### src/mpow_pkg.sv
// ----------------------------------------------------------------------------
// mpow_pkg
// Shared types for the modular power core: controller states and the
// control bundle of the serial modular multiplier.
// ----------------------------------------------------------------------------
package mpow_pkg;

   // width of every request and response field
   localparam int FIELD_BITS = 64;

   // controller states
   typedef enum logic [3:0] {
      ST_IDLE,
      ST_RED_GO,
      ST_RED_WAIT,
      ST_EU_CHECK,
      ST_EU_DIV_GO,
      ST_EU_DIV_WAIT,
      ST_EU_MUL_GO,
      ST_EU_MUL_WAIT,
      ST_EU_END,
      ST_POW_CHECK,
      ST_POW_GO,
      ST_POW_WAIT
   } state_type;

   // multiplier launch: go pulse and wrapped (no reduction) mode
   typedef struct packed {
      logic go;
      logic wrap;
   } mm_ctl_type;

endpackage

### src/mpow_div.sv
// ----------------------------------------------------------------------------
// mpow_div
// Restoring divider, one quotient bit per cycle: quotient and remainder of
// an unsigned word by a nonzero unsigned word.
// ----------------------------------------------------------------------------
module mpow_div
   import mpow_pkg::*;
#(
   parameter int WORD_BITS = 64
) (
   input  logic                 clock,
   input  logic                 reset,
   input  logic                 go,
   input  logic [WORD_BITS-1:0] dividend,
   input  logic [WORD_BITS-1:0] divisor,
   output logic                 done,
   output logic [WORD_BITS-1:0] quo,
   output logic [WORD_BITS-1:0] rem
);

   localparam int CW = $clog2(WORD_BITS + 1);

   logic                 run_ff, run_in;
   logic                 done_ff, done_in;
   logic [CW-1:0]        cnt_ff, cnt_in;
   logic [WORD_BITS-1:0] dvd_ff, dvd_in;
   logic [WORD_BITS-1:0] dsr_ff, dsr_in;
   logic [WORD_BITS-1:0] rem_ff, rem_in;

   logic [WORD_BITS:0] trial;
   logic [WORD_BITS:0] diff;
   logic               fits;

   // trial subtract of the shifted partial remainder
   always_comb begin
      trial = {rem_ff, dvd_ff[WORD_BITS-1]};
      diff  = trial - {1'b0, dsr_ff};
      fits  = !diff[WORD_BITS];
   end

   // next values
   always_comb begin
      run_in  = run_ff;
      done_in = 1'b0;
      cnt_in  = cnt_ff;
      dvd_in  = dvd_ff;
      dsr_in  = dsr_ff;
      rem_in  = rem_ff;
      if (go) begin
         run_in = 1'b1;
         cnt_in = CW'(WORD_BITS);
         dvd_in = dividend;
         dsr_in = divisor;
         rem_in = '0;
      end else if (run_ff) begin
         cnt_in = cnt_ff - 1'b1;
         dvd_in = {dvd_ff[WORD_BITS-2:0], fits};
         rem_in = fits ? diff[WORD_BITS-1:0] : trial[WORD_BITS-1:0];
         if (cnt_ff == CW'(1)) begin
            run_in  = 1'b0;
            done_in = 1'b1;
         end
      end
   end

   // control registers
   always_ff @(posedge clock) begin
      if (reset) begin
         run_ff  <= 1'b0;
         done_ff <= 1'b0;
      end else begin
         run_ff  <= run_in;
         done_ff <= done_in;
      end
   end

   // datapath registers
   always_ff @(posedge clock) begin
      cnt_ff <= cnt_in;
      dvd_ff <= dvd_in;
      dsr_ff <= dsr_in;
      rem_ff <= rem_in;
   end

   assign done = done_ff;
   assign quo  = dvd_ff;
   assign rem  = rem_ff;

endmodule

### config.mk
export PLATFORM = sky130hd
export DESIGN_NAME = mpow_div
export DESIGN_NICKNAME = d
export VERILOG_FILES = /design/src/mpow_pkg.sv /design/src/mpow_div.sv
export SDC_FILE = /design/constraint.sdc
export NUM_CORES = 1
export LEC_CHECK = 0
export ABC_AREA = 1
export BUFFER_PORTS_ARGS = -buffer_cell sky130_fd_sc_hd__clkbuf_2
export CAP_MARGIN = 0
export CORE_MARGIN = 2
export CORE_UTILIZATION = 40
export CTS_CLUSTER_DIAMETER = 80
export DETAILED_ROUTE_END_ITERATION = 7
export SETUP_SLACK_MARGIN = 0.15
export SLEW_MARGIN = 10
export SYNTH_ARGS = -nofsm -noshare
export SYNTH_HDL_FRONTEND = slang
export SYNTH_SLANG_ARGS = --single-unit
### constraint.sdc
create_clock -name clock -period 2.3 [get_ports clock]
set_input_delay 0.115 -clock clock [delete_from_list [all_inputs] [get_ports clock]]
set_output_delay 0.115 -clock clock [all_outputs]
set_load 0.02 [all_outputs]
==> impl_metrics.yaml <==
status:
  status: "complete, but fails checks"
  violations: "negative setup slack"
layout:
  nNetsFinal: 3182
  areaGrowthSynthToFinish_pct: 49.0
  final_layout_size_suffix_gt1_share_pct: 25.9
  n_antenna_cell: 0
worst_setup_path:
  endpoint_kind: "register"
  cp.required_ns: 2.73
  critical_path_class: "register to register"
  crit_slowest_cell: "edfxtp_1"
  startpoint_type: "register"
  arrival_ns: 2.94
  crit_top_cell: "nand2_2"
  critPathMaxStageDelay_ns: 0.41
  crit_path_cell_trace: "ha_4 -> fa_2 -> inv_2 -> nand2_2 -> nand2_2 -> nand3_2 -> nand2_2 -> nand2_2 -> nand2_2 -> nand2_1 -> nand2_2 -> nand2_4 -> nand2_4 -> nand2_4 -> nand2_8 -> buf_12 -> clkbuf_16 -> nand2_1 -> nand3_1 -> nand2_1"
  path_max_fanout: 7
clock_tree:
  clk_pin_slew_ns: 0.06
  numCtsBuffers: 24
  clockRootBuffer: "clkbuf_16"
  clock_path_buffers: 3
  clk_latency_ns: 0.56
  cts_tree: "done"
  cts.sinks: 201
  ctsHtreeMaxLevel: 1
timing:
  fmax_ghz: 0.399
  slew_viol_final: 0
  fin_crit_ns: 2.51
  fin_ws_ns: -0.206
  fin_worst_skew_ns: 0.0236
  tightest_slew_ns: 0.751
  relSlewSlack_pct: 50.0
  setup_violations: 65
  rsz0062_at_grt: "yes"
  tns_ns: -10.35
  fin_crit_sh_pct: 109
  hold_violations: 0
global_route:
  grt_pass1_vias: 15600
  use_met2_pct: 48.3
  grt_max_degree: 65
  overflow: 0
  grt_busiest_layer: "met2"
  antenna_found_initial: 0
  grtUsageMet3_pct: 4.23
  grt_usage_pct: 27.3
  grt_util_met1_pct: 34.6
  grt_pass1_wl_microns: 82100
logic_synthesis:
  synth_top_cell_by_area: "nand2_1"
  synthTopCellsByArea: "nand2_1 28%, edfxtp_1 27%, inv_1 13%"
  synthArstFlopShare_pct: 0
  synth.top_cells.by_count: "1078 x nand2_1, 500 x inv_1, 128 x edfxtp_1"
  synth_seq_cells: 201
  ys_dominant_reg_cell: "edfxtp_1"
  netlist_instances: 2296
  avgSynthCellArea_sq_um: 6.30
  synth_cell_types: 34
  synth_top_area_share_pct: 28.0
  synth-edff-count: 128
  synth_area_sq_mm: 0.0145
  synthMostInstantiatedCell: "nand2_1"
  ys_warn_count: 0
  syn_nets: 2494
  ys_seq_area_share_pct: 36.7
place:
  dp_hpwl_microns: 40100
  port_buffers: 259
  place.gp.congestion: 0.977
power_and_ir_drop:
  p_switching_mw: 2.69
  p_comb_share_pct: 17.8
  power.density_mw_per_mm2: 457
  seqPwrFrac_pct: 43.0
  p_clk_share_pct: 39.3
  p_int_mw: 7.17
  max-vdd-ir-drop_v: 0.000613
  p_sw_share_pct: 27.3
  p_total_mw: 9.86
  leakage_nw: 12.4
detailed_routing:
  drt-vias-per-instance: 4.62
  drcViolationCount: 0
  vias: 16000
  first_iter_violations: 898
  drtAntennaViolNets: 0
  post_drt_wl_per_cell_microns: 15.5
  routed_wl_microns: 53600
  first_pass_iters: 5
hold_path:
  min-delay-path-class: "primary input to register"
flow_run:
  cap_violations: 0
floorplan:
  placementRows: 69
  core_area_sq_mm: 0.0356
  ios: 260
  initial_core_util_pct: 40.7
  design.die.area_sq_mm: 0.0377
  die_y_microns: 194
  die_x_microns: 194
-- routing by layer --
| layer | vias up | share of wire, % |
|---|---|---|
| met5 | - | 0 |
| met4 | 0 | 2.9 |
| met3 | 69 | 6.1 |
| met2 | 484 | 48 |
| met1 | 7242 | 43 |
| li1 | 8217 | - |
-- cell type report --
class | count | area (sq um)
fill | 3311 | 14000
multi-input combinational | 1550 | 7670
timing repair buffer | 704 | 5330
sequential | 201 | 5310
inverter | 503 | 1890
clock buffer | 31 | 637
tap | 461 | 577
clock inverter | 13 | 160
-- final timing paths --
| check | depth (start not counted) | slack [ns] | from | endpoint |
|---|---|---|---|---|
| hold / removal | 3 | 0.18 | go | cnt_ff[5] |
| setup / recovery | 20 | -0.21 | dsr_ff[0] | rem[38] |
| hold reg to reg | 1 | 0.47 | cnt_ff[4] | cnt_ff[4] |
| setup reg to reg | 20 | -0.21 | dsr_ff[0] | rem[38] |
-- placed cells by master, fill, tap and decap left out, drive strengths merged --
master and count:
nand2 1102, inv 502, buf 311, clkbuf 295, dlygate4sd3 129, edfxtp 128, nand3 127, nor2 117
dfxtp 73, ha 66, a21oi 53, xnor2 24, o21ai 15, nor3 13, clkinv 10, nand3b 9
nand4 8, xor2 8, bufinv 3, nor4 2, clkinvlp 1, o21bai 1, and3 1, and2 1
or2 1, o22ai 1, fa 1
-- what timing repair did --
item | 4_1_cts | 5_1_grt
hold buffers | 129 | 0
endpoints found under the hold margin | 130 | 0
setup buffers | 11 | 6
cloned | 6 | 8
resized for setup | 65 | 77
pin swaps | 13 | 46
endpoints found under the setup margin | 65 | 65
-- per-stage QoR --
stage	instances	setup WS [ns]	instance area, sq um	utilization [%]	hold WS (ns)
6_report	3463	-0.206	21600	60.6	0.176
5_1_grt	3463	-0.334	21600	60.6	0.200
4_1_cts	3449	-0.168	21100	59.2	0.176
3_5_place_dp	3259	-0.186	18500	51.9	0.294
3_3_place_gp	3259	-0.134	18500	51.9	0.292
2_1_floorplan	2296	-0.204	14600	-	0.184
-- logic make-up (layout without fill, tap and decap cells) --
logic type / Yosys count / after routing / share of synthesized area (%)
buffers and inverters: 546 / 1251 / 14.7
XOR/XNOR: 32 / 32 / 1.94
flip-flops: 201 / 201 / 36.7
AO/OA/AOI/OAI: 70 / 70 / 2.47
AND/OR/NAND/NOR: 1380 / 1381 / 38.4
adder cells (fa/ha/maj): 67 / 67 / 5.84
-- worst max-delay path: cells and delay by family, from the launching register on --
| family | cells | cell delay [ns] |
|---|---|---|
| adders and majority gates | 2 | 0.55 |
| buffers and inverters | 3 | 0.38 |
| DFF | 1 | 0.41 |
| and+or+nand+nor | 15 | 1.01 |
-- sequential cells by signal (all words and copies together) (netlist names) --
signal	cells
dsr_ff	64
quo	64
cnt_ff	7
done	1
run_ff	1
rem	64
-- power by group through the flow --
stage | sequential, mW | clock [mW] | combinational, mW
floorplan | 4.42 | 0 | 0.655
CTS | 4.24 | 3.96 | 1.70
detailed placement | 4.30 | 0 | 1.50
global route | 4.26 | 4.12 | 1.92
finish | 4.24 | 3.87 | 1.75
global placement | 4.30 | 0 | 1.48
(Power assumes the default switching activity.)
